==> config.mk <==
export PLATFORM = sky130hd
export DESIGN_NAME = line_rasterizer
export DESIGN_NICKNAME = d
export VERILOG_FILES = /design/src/sv/lr_pkg.sv /design/src/sv/line_rasterizer.sv
export SDC_FILE = /design/constraint.sdc
export NUM_CORES = 1
export LEC_CHECK = 0
export ABC_AREA = 0
export BUFFER_PORTS_ARGS = -buffer_cell sky130_fd_sc_hd__buf_2
export CORE_ASPECT_RATIO = 0.75
export CORE_MARGIN = 1
export CORE_UTILIZATION = 55
export CTS_CLUSTER_SIZE = 20
export DETAILED_ROUTE_END_ITERATION = 12
export PLACE_DENSITY = 0.75
export SLEW_MARGIN = 20
export SYNTH_ARGS = -nofsm -noshare
export SYNTH_HDL_FRONTEND = slang
export SYNTH_SLANG_ARGS = --single-unit
export TNS_END_PERCENT = 10
==> constraint.sdc <==
create_clock -name clock -period 5.8 [get_ports clock]
set_input_delay 1.16 -clock clock [delete_from_list [all_inputs] [get_ports clock]]
set_output_delay 1.16 -clock clock [all_outputs]
set_load 0.05 [all_outputs]
==> src/sv/lr_pkg.sv <==
// lr_pkg: widths, codes and reset values for the line rasterizer.
// No dependencies; used by line_rasterizer.
package lr_pkg;

   localparam int COORD_BITS = 10;
   localparam int ERR_BITS   = COORD_BITS + 2;
   localparam int COLOR_BITS = 32;
   localparam int CSR_IDX_BITS = 1;

   localparam logic [COORD_BITS-1:0] RESET_WIDTH  = COORD_BITS'(800);
   localparam logic [COORD_BITS-1:0] RESET_HEIGHT = COORD_BITS'(600);
   localparam logic [COORD_BITS-1:0] COORD_ONE    = COORD_BITS'(1);

   typedef logic [COORD_BITS-1:0] coord_type;
   typedef logic [ERR_BITS-1:0]   err_type;
   typedef logic [COLOR_BITS-1:0] color_type;

   typedef enum logic {
      ACT_LOAD = 1'b0,
      ACT_STEP = 1'b1
   } action_type;

   typedef enum logic [CSR_IDX_BITS-1:0] {
      REG_SCREEN_WIDTH  = 1'b0,
      REG_SCREEN_HEIGHT = 1'b1
   } csr_index_type;

endpackage

==> src/sv/line_rasterizer.sv <==
// line_rasterizer: eight-octant Bresenham line rasterizer; uses lr_pkg.
// Latency: a result is presented the cycle after its item is accepted.
// Throughput: one item per cycle while no unread result stalls the input;
// the error add, compare and subtract per step precede the result register.
// Reset: synchronous, active high; no line active, screen 800 x 600,
// result register empty.
module line_rasterizer (
   input  logic                           clock,
   input  logic                           reset,
   input  logic                           csr_valid,
   output logic                           csr_ready,
   input  logic [lr_pkg::CSR_IDX_BITS-1:0] csr_index,
   input  logic [lr_pkg::COORD_BITS-1:0]  csr_wdata,
   input  logic                           req_valid,
   output logic                           req_ready,
   input  logic                           req_action,
   input  logic [lr_pkg::COORD_BITS-1:0]  req_x_start,
   input  logic [lr_pkg::COORD_BITS-1:0]  req_y_start,
   input  logic [lr_pkg::COORD_BITS-1:0]  req_x_end,
   input  logic [lr_pkg::COORD_BITS-1:0]  req_y_end,
   input  logic [lr_pkg::COLOR_BITS-1:0]  req_line_color,
   output logic                           rsp_valid,
   input  logic                           rsp_ready,
   output logic [lr_pkg::COORD_BITS-1:0]  rsp_pixel_x,
   output logic [lr_pkg::COORD_BITS-1:0]  rsp_pixel_y,
   output logic [lr_pkg::COLOR_BITS-1:0]  rsp_pixel_color,
   output logic                           rsp_pixel_valid,
   output logic                           rsp_last_pixel,
   output logic                           rsp_rejected
);

   lr_pkg::coord_type width_ff, height_ff;
   lr_pkg::coord_type cur_x_ff, cur_y_ff, end_x_ff, end_y_ff;
   lr_pkg::coord_type cur_x_in, cur_y_in, end_x_in, end_y_in;
   lr_pkg::coord_type major_ff, minor_ff, major_in, minor_in;
   lr_pkg::err_type   err_ff, err_in;
   logic              x_major_ff, x_neg_ff, y_neg_ff, active_ff;
   logic              x_major_in, x_neg_in, y_neg_in, active_in;
   lr_pkg::color_type color_ff, color_in;

   logic              rsp_valid_ff, rsp_valid_in;
   lr_pkg::coord_type rsp_x_ff, rsp_x_in, rsp_y_ff, rsp_y_in;
   lr_pkg::color_type rsp_color_ff, rsp_color_in;
   logic              rsp_pix_ff, rsp_pix_in, rsp_last_ff, rsp_last_in;
   logic              rsp_rej_ff, rsp_rej_in;

   logic              req_take, is_load, reject;
   logic              ld_x_neg, ld_y_neg, ld_x_major;
   lr_pkg::coord_type ld_dx, ld_dy;
   lr_pkg::err_type   err_sum;
   logic              minor_move;
   lr_pkg::coord_type x_inc, y_inc;

   assign csr_ready = 1'b1;
   assign req_ready = !rsp_valid_ff || rsp_ready;
   assign req_take  = req_valid && req_ready;
   assign is_load   = (req_action == lr_pkg::ACT_LOAD);

   // load setup
   assign reject = (req_x_start >= width_ff) || (req_x_end >= width_ff) ||
                   (req_y_start >= height_ff) || (req_y_end >= height_ff);
   assign ld_x_neg   = req_x_end < req_x_start;
   assign ld_y_neg   = req_y_end < req_y_start;
   assign ld_dx      = ld_x_neg ? req_x_start - req_x_end : req_x_end - req_x_start;
   assign ld_dy      = ld_y_neg ? req_y_start - req_y_end : req_y_end - req_y_start;
   assign ld_x_major = ld_dx >= ld_dy;

   // step datapath
   assign err_sum    = err_ff + lr_pkg::ERR_BITS'(minor_ff);
   assign minor_move = err_sum >= lr_pkg::ERR_BITS'(major_ff);
   assign x_inc = x_neg_ff ? cur_x_ff - lr_pkg::COORD_ONE : cur_x_ff + lr_pkg::COORD_ONE;
   assign y_inc = y_neg_ff ? cur_y_ff - lr_pkg::COORD_ONE : cur_y_ff + lr_pkg::COORD_ONE;

   always_comb begin
      cur_x_in   = cur_x_ff;
      cur_y_in   = cur_y_ff;
      end_x_in   = end_x_ff;
      end_y_in   = end_y_ff;
      major_in   = major_ff;
      minor_in   = minor_ff;
      err_in     = err_ff;
      x_major_in = x_major_ff;
      x_neg_in   = x_neg_ff;
      y_neg_in   = y_neg_ff;
      active_in  = active_ff;
      color_in   = color_ff;
      rsp_x_in     = '0;
      rsp_y_in     = '0;
      rsp_color_in = '0;
      rsp_pix_in   = 1'b0;
      rsp_last_in  = 1'b0;
      rsp_rej_in   = 1'b0;
      if (is_load) begin
         if (reject) begin
            active_in  = 1'b0;
            rsp_rej_in = 1'b1;
         end else begin
            x_neg_in   = ld_x_neg;
            y_neg_in   = ld_y_neg;
            x_major_in = ld_x_major;
            major_in   = ld_x_major ? ld_dx : ld_dy;
            minor_in   = ld_x_major ? ld_dy : ld_dx;
            err_in     = lr_pkg::ERR_BITS'(major_in >> 1);
            cur_x_in   = req_x_start;
            cur_y_in   = req_y_start;
            end_x_in   = req_x_end;
            end_y_in   = req_y_end;
            color_in   = req_line_color;
            active_in  = !(req_x_start == req_x_end && req_y_start == req_y_end);
            rsp_x_in     = req_x_start;
            rsp_y_in     = req_y_start;
            rsp_color_in = req_line_color;
            rsp_pix_in   = 1'b1;
            rsp_last_in  = !active_in;
         end
      end else if (active_ff) begin
         err_in = minor_move ? err_sum - lr_pkg::ERR_BITS'(major_ff) : err_sum;
         if (x_major_ff) begin
            cur_x_in = x_inc;
            if (minor_move) begin
               cur_y_in = y_inc;
            end
         end else begin
            cur_y_in = y_inc;
            if (minor_move) begin
               cur_x_in = x_inc;
            end
         end
         active_in    = !(cur_x_in == end_x_ff && cur_y_in == end_y_ff);
         rsp_x_in     = cur_x_in;
         rsp_y_in     = cur_y_in;
         rsp_color_in = color_ff;
         rsp_pix_in   = 1'b1;
         rsp_last_in  = !active_in;
      end
   end

   always_comb begin
      rsp_valid_in = rsp_valid_ff;
      if (req_take) begin
         rsp_valid_in = 1'b1;
      end else if (rsp_ready) begin
         rsp_valid_in = 1'b0;
      end
   end

   always_ff @(posedge clock) begin
      if (reset) begin
         width_ff     <= lr_pkg::RESET_WIDTH;
         height_ff    <= lr_pkg::RESET_HEIGHT;
         active_ff    <= 1'b0;
         rsp_valid_ff <= 1'b0;
      end else begin
         if (csr_valid && csr_ready) begin
            unique case (csr_index)
               lr_pkg::REG_SCREEN_WIDTH:  width_ff  <= csr_wdata;
               lr_pkg::REG_SCREEN_HEIGHT: height_ff <= csr_wdata;
               default: ;
            endcase
         end
         if (req_take) begin
            active_ff <= active_in;
         end
         rsp_valid_ff <= rsp_valid_in;
      end
   end

   always_ff @(posedge clock) begin
      if (req_take) begin
         cur_x_ff     <= cur_x_in;
         cur_y_ff     <= cur_y_in;
         end_x_ff     <= end_x_in;
         end_y_ff     <= end_y_in;
         major_ff     <= major_in;
         minor_ff     <= minor_in;
         err_ff       <= err_in;
         x_major_ff   <= x_major_in;
         x_neg_ff     <= x_neg_in;
         y_neg_ff     <= y_neg_in;
         color_ff     <= color_in;
         rsp_x_ff     <= rsp_x_in;
         rsp_y_ff     <= rsp_y_in;
         rsp_color_ff <= rsp_color_in;
         rsp_pix_ff   <= rsp_pix_in;
         rsp_last_ff  <= rsp_last_in;
         rsp_rej_ff   <= rsp_rej_in;
      end
   end

   assign rsp_valid       = rsp_valid_ff;
   assign rsp_pixel_x     = rsp_x_ff;
   assign rsp_pixel_y     = rsp_y_ff;
   assign rsp_pixel_color = rsp_color_ff;
   assign rsp_pixel_valid = rsp_pix_ff;
   assign rsp_last_pixel  = rsp_last_ff;
   assign rsp_rejected    = rsp_rej_ff;

`ifndef SYNTH
   a_reject_drops_line: assert property (@(posedge clock) disable iff (reset)
      req_take && is_load && reject |=> !active_ff && rsp_valid && rsp_rejected)
      else $error("rejected load left a line active");

   a_last_ends_line: assert property (@(posedge clock) disable iff (reset)
      req_take && rsp_last_in |=> !active_ff && rsp_last_pixel)
      else $error("end pixel emitted but line still active");

   a_reject_no_pixel: assert property (@(posedge clock) disable iff (reset)
      rsp_valid && rsp_rejected |-> !rsp_pixel_valid && !rsp_last_pixel)
      else $error("rejected result carries a pixel");

   a_idle_step_zero: assert property (@(posedge clock) disable iff (reset)
      req_take && !is_load && !active_ff |=> !rsp_pixel_valid && !rsp_rejected)
      else $error("idle step produced a pixel");

   a_ready_when_empty: assert property (@(posedge clock) disable iff (reset)
      !rsp_valid_ff |-> req_ready)
      else $error("input stalled with empty result register");
`endif

endmodule
==> flow_summary.ini, run 1 <==
[synthesis]
synth_compound_area_share_pct = 18.1
synth_top_family_by_area = compound AO/OA/AOI/OAI gates
syn-num-nets = 1426
yosysMostFrequentCell = edfxtp_1
async_flop_share_pct = 0
synth_mux_area_share_pct = 3.84
synth_edf_count = 162
synth_warnings = 0
synth-simple-area-share_pct = 11.7
synth_xor_area_share_pct = 4.90
synth_ff_type = edfxtp_1
synth_cell_types = 73
synth_common_cells = edfxtp_1 (162), ha_1 (124), nand2_1 (122)
synth_fa_ha_area_share_pct = 13.9
yosys-top-cells-area = edfxtp_1 (40%), ha_1 (13%), a21oi_1 (3.8%), nand2_1 (3.7%), dfxtp_1 (3.6%)
ys_ff_latch = 184
yosys.area.top_type = edfxtp_1
synth_cells = 1205
synth_top_area_share_pct = 39.6
avgSynthCellArea_sq_um = 10.2
syn_area_sq_um = 12300
ys_seq_area_share_pct = 43.2

[clocking]
postCtsResizedCells = 0
hold_buffers = 0
cts.sinks = 184
cts_setup_buffers = 0
h-tree-depth = 4
clockRootBuffer = clkbuf_16
clk-insertion-delay-late_ns = 0.45
ctsLongestPathBuffers = 2
path_clk_slew_ns = 0.07
numCtsBuffers = 17
cts_tree = built

[critical_path]
crit_arrival_ns = 5.50
cp.required_ns = 6.01
path_class = reg2reg
crit_path_end_kind = register
cp-start-kind = register
worst-r2r-setup-slack_ns = 0.52
cp_max_fo = 18

[floorplanning]
num_io_pins = 147
fp.coreArea_sq_um = 21500
die_w_um = 175
start_util_pct = 57.1
die_y_um = 131
design.die.area_sq_um = 23000
rows = 46

[hold_path]
hp-class = reg2reg

[finish]
final_nets = 1577
final_layout_size_suffix_gt1_share_pct = 16.9
antenna_cells = 0
synthToLayoutAreaGrowth_pct = 14.3

[detailed_routing]
wl_per_cell_um = 20.8
dr.first_iter.drc_count = 1023
ant_nets = 0
via_count = 9849
drt-vias-per-instance = 5.94
drt_drc_violations_left = 0
wl_mm = 34.5
drt_first_pass_iters = 5

[pwr]
power.density_nw_per_um2 = 323
p_clk_share_pct = 27.8
p_comb_share_pct = 35.8
finalPower_mw = 4.54
switchingPower_mw = 1.60
p_seq_share_pct = 36.4
vdd_drop_max_mv = 0.206
internal_power_mw = 2.94
p_leak_nw = 6.10
sw_frac_of_total_pct = 35.3

[place]
finalWeightedCongestion = 1.03
io_buffer_count = 145
hpwl_mm = 26.7

[sta]
fin_skew_ns = 0.0105
min_period_ns = 5.28
hold_violations = 0
grt_setup_unrepaired = false
tightest_slew_ns = 1.06
max_freq_mhz = 189
finalCritPeriodShare_pct = 91.1
slew_headroom_pct = 29.1
finalSetupTns_ns = 0
timing.final.max_slew_violations = 0
setup_viol = 0

[global_route]
antenna_found_initial = 1
grt-ovfl-total = 0
grt_pass1_vias = 9360
grt_max_degree = 76
grt_pass1_wl_mm = 53.1
grtUsageTotal_pct = 30.7

[flow_run]
cap_violations = 0

[outcome]
outcome = complete, no violations
## path summary, 6_finish.rpt
kind         cells after the start                 startpoint                         to
max reg2reg                     18      minor_ff[2]$_DFFE_PP_   rsp_last_pixel$_DFFE_PP_
max                             18      minor_ff[2]$_DFFE_PP_   rsp_last_pixel$_DFFE_PP_
min reg2reg                      2  height_ff[5]$_SDFFE_PP0P_  height_ff[5]$_SDFFE_PP0P_
min                              2  height_ff[5]$_SDFFE_PP0P_  height_ff[5]$_SDFFE_PP0P_
## metrics by stage
step                      instances  hold slack, ns  cell area [sq um]  setup slack, ns  util [%]
after global placement         1625           0.444              13400            0.326      62.3
after detailed placement       1625           0.448              13400            0.296      62.3
after CTS                      1657           0.457              14000            0.538      65.2
final                          1657           0.458              14000            0.517      65.3
after floorplan                1205           0.436              12300            0.355         -
after global routing           1657           0.472              14000           0.0524      65.3
## critical path: stages (launching register included)
cell	delay (ns)
edfxtp_1	0.38
ha_1	0.36
and3_1	0.22
o21ai_0	0.30
nand2_1	0.09
a21o_1	0.20
a21o_1	0.19
a21oi_1	0.17
xnor2_1	0.17
ha_1	0.32
a21o_1	0.21
a211oi_1	0.21
a21oi_1	0.22
nor2_1	0.33
nand4_4	0.34
or4_1	0.62
a21oi_1	0.26
nand4_1	0.13
o41ai_2	0.34
## routing by layer
| layer | part of all wire (%) | wire length, um | track usage [%] |
|---|---|---|---|
| met5 | 0 | 0 | 0 |
| met4 | 1.6 | 536 | 7.15 |
| met3 | 9.8 | 3370 | 7.32 |
| met2 | 42 | 14700 | 44.3 |
| met1 | 46 | 15900 | 46.3 |
## sequential cells by signal, summed over array words and instances (netlist names), 10 cells and up
name             cells
rsp_pixel_color     32
cur_x_ff            10
minor_ff            10
rsp_pixel_y         10
rsp_pixel_x         10
end_x_ff            10
cur_y_ff            10
end_y_ff            10
err_ff              12
width_ff            10
major_ff            10
height_ff           10
color_ff            32
## logic make-up after synthesis
family,count (synthesis)
compound gates,331
xor+xnor,67
fa+ha+maj,132
simple gates,304
mux,45
other cells,1
buf+inv,141
flops,184
## area by class of cell
cell class / instances / area [sq um]
flip-flops and latches: 184 / 5310
multi-input cells: 880 / 6460
repair buffers: 169 / 906
fillers: 1713 / 7480
clock buffers: 18 / 429
well taps: 288 / 360
clock inverters: 14 / 195
inverters: 104 / 390
## placed cells by master (no fill, tap or decap), drive strengths merged, types with 7 or more instances in the layout
master	count
clkbuf	18
fa	8
a211oi	7
a31oi	10
nand2b	16
a21oi	94
nand2	122
o22ai	8
and2	9
nor3	15
buf	169
nand4	14
inv	108
o21bai	8
nor2	66
nand3	18
edfxtp	162
o21a	13
xnor2	41
xor2	25
ha	124
nor2b	14
a22o	38
dfxtp	22
a21o	32
mux2i	31
o21ai	60
o211ai	12
mux2	14
## power by group through the flow
stage	registers [mW]	logic [mW]	clock network, mW
detailed placement	1.68	1.59	0
finish	1.65	1.62	1.26
floorplan	1.79	1.03	0
CTS	1.65	1.60	1.27
global placement	1.67	1.57	0
global route	1.66	1.78	1.32
(Power assumes the default switching activity.)
==> run 2: changes to the inputs <==
- CORE_UTILIZATION: 55 -> 34
- PLACE_DENSITY: 0.75 -> 0.5
==> flow_summary.ini, run 2 (synthesis results as in run 1) <==
[outcome]
outcome = complete, no violations

[floorplanning]
start_util_pct = 35.0
design.die.area_sq_um = 36900
fp.coreArea_sq_um = 35100
die_w_um = 222
rows = 59
num_io_pins = 147
die_y_um = 167

[global_route]
antenna_found_initial = 1
grt-ovfl-total = 0
grt_pass1_wl_mm = 58.5
grt_max_degree = 53
grtUsageTotal_pct = 21.3
grt_pass1_vias = 9457

[sta]
min_period_ns = 5.35
setup_viol = 0
fin_skew_ns = 0.0184
max_freq_mhz = 187
postLayoutSetupSlackWorst_ns = 0.447
hold_violations = 0
finalCritPeriodShare_pct = 92.3
timing.final.max_slew_violations = 0
finalSetupTns_ns = 0
tightest_slew_ns = 0.809
grt_setup_unrepaired = false
slew_headroom_pct = 46.0

[critical_path]
crit_chain = ha_1, and3_1, o21ai_0, nand2_1, a21o_1, a21o_1, a21oi_1, xnor2_1, ha_1, a21o_1, a211oi_1, a21oi_1, nor2_1, nand4_4, or4_1, a21oi_1, nand4_1, o41ai_2
cp.required_ns = 6.06
critPathBufInv = 0
crit_start = minor_ff[2]$_DFFE_PP_
cpLargestDelayFamily = compound AO/OA/AOI/OAI gates
crit_arrival_ns = 5.61
cp_max_fo = 18
cp-start-kind = register
crit_path_top_delay_cell = or4_1
path_class = reg2reg
r2r-start = minor_ff[2]$_DFFE_PP_
critPathMaxStageDelay_ns = 0.62
crit_path_end_kind = register

[finish]
final_nets = 1586
synthToLayoutAreaGrowth_pct = 16.2
antenna_cells = 0
instances_no_fill = 1834
layout_commonest_cell = edfxtp_1
final_cell_mix = edfxtp_1 (162), buf_2 (145), ha_1 (124)
final_layout_size_suffix_gt1_share_pct = 17.4

[place]
hpwl_mm = 30.9
placed_cells = 1803
dp_slack_ns = 0.240
io_buffer_count = 145
finalWeightedCongestion = 0.903

[detailed_routing]
via_count = 9691
drt-vias-per-instance = 5.28
drt_drc_violations_left = 0
wl_mm = 38.8
drt_first_pass_iters = 5
ant_nets = 0
wl_per_cell_um = 21.1
dr.first_iter.drc_count = 688

[clocking]
hold_buffers = 0
numCtsBuffers = 17
cts_tree = built
clockRootBuffer = clkbuf_16
path_clk_slew_ns = 0.08
clk-insertion-delay-late_ns = 0.46
cts.sinks = 184
ctsLongestPathBuffers = 2
cts_setup_buffers = 0
h-tree-depth = 4
postCtsResizedCells = 0

[hold_path]
hp-class = reg2reg
hp-start = width_ff[4]$_SDFFE_PP0P_

[pwr]
p_leak_nw = 6.12
vdd_drop_max_mv = 0.143
finalPower_mw = 4.43
power.density_nw_per_um2 = 310

[flow_run]
cap_violations = 0
[run 2: through the flow]
stage	hold slack (ns)	util [%]	cell area (sq um)
after global routing	0.486	40.6	14300
after CTS	0.463	40.6	14300
after global placement	0.447	39.1	13700
final	0.459	40.6	14300
after floorplan	0.436	-	12300
after detailed placement	0.453	39.1	13700
[run 2: area by class of cell]
type                       count  area, sq um
inverter                     104          390
clock buffer                  17          425
clock inverter                14          131
fill                        3467        20900
timing repair buffer         178          998
tap                          457          572
multi-input combinational    880         6460
sequential                   184         5310
[run 2: final timing paths]
check                                   to  slack (ns)  depth (start not counted)
setup / recovery  rsp_last_pixel$_DFFE_PP_        0.45                         18
hold / removal    width_ff[4]$_SDFFE_PP0P_        0.46                          2
setup reg to reg  rsp_last_pixel$_DFFE_PP_        0.45                         18
hold reg to reg   width_ff[4]$_SDFFE_PP0P_        0.46                          2
[run 2: report_power, final]
part           switching, mW  internal (mW)  leakage, nW
logic                   1.03          0.616         4.14
clock network          0.573          0.563        0.268
registers             0.0505           1.60         1.71
[run 2: worst register-to-register path, stage by stage, from the launching register on]
cell and delay, ns:
edfxtp_1 0.40, ha_1 0.36, and3_1 0.22, o21ai_0 0.30, nand2_1 0.10, a21o_1 0.21
a21o_1 0.18, a21oi_1 0.17, xnor2_1 0.18, ha_1 0.34, a21o_1 0.21, a211oi_1 0.21
a21oi_1 0.21, nor2_1 0.33, nand4_4 0.36, or4_1 0.63, a21oi_1 0.29, nand4_1 0.18
o41ai_2 0.29
[run 2: metal layers]
metal	part of all wire, %	wire length [um]	GRT usage [%]
met1	52	20100	32.4
met2	41	16000	30.6
met3	5.4	2110	4.11
met4	1.3	506	5.07
met5	0	0	0
==> run 3: changes to the inputs <==
- MAX_ROUTING_LAYER: not set -> met4
==> flow_summary.ini, run 3 (synthesis results as in run 1) <==
[clocking]
ctsLongestPathBuffers = 2
cts_tree = built
path_clk_slew_ns = 0.08
numCtsBuffers = 17
clk-insertion-delay-late_ns = 0.47
cts.sinks = 184
postCtsResizedCells = 0
hold_buffers = 0
cts_setup_buffers = 0
clockRootBuffer = clkbuf_16
h-tree-depth = 4

[place]
finalWeightedCongestion = 0.891
hpwl_mm = 31.0
dpl-instance-area_sq_um = 13700
io_buffer_count = 145
dp_slack_ns = 0.225

[detailed_routing]
wl_mm = 38.9
wl_per_cell_um = 21.2
ant_nets = 0
drt_drc_violations_left = 0
drt-vias-per-instance = 5.35
dr.first_iter.drc_count = 753
via_count = 9840
drt_first_pass_iters = 7

[pwr]
vdd_drop_max_mv = 0.150
power.density_nw_per_um2 = 316
p_leak_nw = 6.16

[global_route]
antenna_found_initial = 0
grt_pass1_wl_mm = 58.5
grtUsageTotal_pct = 21.9
grt_max_degree = 52
grt_pass1_vias = 9410
grt-ovfl-total = 0

[finish]
multi_input_area_sq_um = 6460
final_layout_size_suffix_gt1_share_pct = 17.7
synthToLayoutAreaGrowth_pct = 16.7
final_cell_mix = edfxtp_1 (162), buf_2 (145), ha_1 (124)
final_util_pct = 40.8
regArea_sq_um = 5310
n_fill_cell = 3425
antenna_cells = 0
fin_area_sq_um = 14400
final_nets = 1589
layout_commonest_cell = edfxtp_1

[floorplanning]
rows = 59
fp.coreArea_sq_um = 35100
die_y_um = 167
start_util_pct = 35.0
design.die.area_sq_um = 36900
die_w_um = 222
num_io_pins = 147

[flow_run]
cap_violations = 0

[critical_path]
crit_arrival_ns = 5.58
cp-start-kind = register
critPathMaxStageDelay_ns = 0.61
cp.required_ns = 6.07
path_class = reg2reg
crit_path_end_kind = register
cp_max_fo = 18
crit_chain = ha_1, and3_1, o21ai_0, nand2_1, a21o_1, a21o_1, a21oi_1, xnor2_1, ha_1, a21o_1, a211oi_1, a21oi_1, nor2_1, nand4_4, or4_1, a21oi_1, nand4_1, o41ai_2
crit_path_top_delay_cell = or4_1

[sta]
min_period_ns = 5.32
finalSetupTns_ns = 0
hold_violations = 0
grt_setup_unrepaired = false
timing.final.max_slew_violations = 0
fin_skew_ns = 0.0135
slew_headroom_pct = 45.7
finalCritPeriodShare_pct = 91.6
tightest_slew_ns = 0.813
setup_viol = 0
postLayoutSetupSlackWorst_ns = 0.485
max_freq_mhz = 188
whs_ns = 0.459

[outcome]
outcome = complete, no violations

[hold_path]
hp-class = reg2reg
## run 3: cell count changes in the layout (fill, tap and decap cells not counted), sizes merged
cell,change
bufinv,+1
clkinvlp,-1
clkinv,+1
buf,+3
## run 3: path summary, 6_finish.rpt
check                                                from                         to  slack [ns]  cells past startpoint
worst max register to register        err_ff[2]$_DFFE_PP_   rsp_last_pixel$_DFFE_PP_        0.48                     18
worst max-delay path                  err_ff[2]$_DFFE_PP_   rsp_last_pixel$_DFFE_PP_        0.48                     18
worst min register to register  height_ff[8]$_SDFFE_PP0P_  height_ff[8]$_SDFFE_PP0P_        0.46                      2
worst min-delay path            height_ff[8]$_SDFFE_PP0P_  height_ff[8]$_SDFFE_PP0P_        0.46                      2
## run 3: metal layers
layer / vias to the layer above / part of all wire (%) / global-route usage (%) / wire length, um
met5: - / 0 / - / 0
met4: 0 / 1.0 / 4.62 / 393
met3: 32 / 4.8 / 3.78 / 1850
met2: 250 / 42 / 30.0 / 16200
met1: 4822 / 53 / 33.1 / 20500
li1: 4736 / - / - / -
## run 3: worst max-delay path, delay by kind of cell, from the launching register on
kind | cells | cell delay [ns]
AO/OA/AOI/OAI | 9 | 2.10
XOR/XNOR | 1 | 0.17
AND/OR/NAND/NOR | 6 | 1.78
adder cells (fa/ha/maj) | 2 | 0.67
flip-flops | 1 | 0.39
## run 3: power by group
group | internal (mW) | switching, mW
Sequential | 1.60 | 0.0504
Clock | 0.618 | 0.603
Combinational | 0.627 | 1.04
Total | 2.85 | 1.69
## run 3: area by class of cell
cell class	instances	area share, %
inverter	104	2.72
tap	457	3.98
multi-input combinational	880	45.0
timing repair buffer	181	7.11
clock inverter	15	1.24
sequential	184	37.0
clock buffer	17	2.96
## run 3: per-stage QoR
stage	total power, mW	std cells
6_report	4.54	1838
5_1_grt	4.79	1838
4_1_cts	4.56	1838
3_5_place_dp	3.34	1806
3_3_place_gp	3.34	1806
2_1_floorplan	2.82	1205
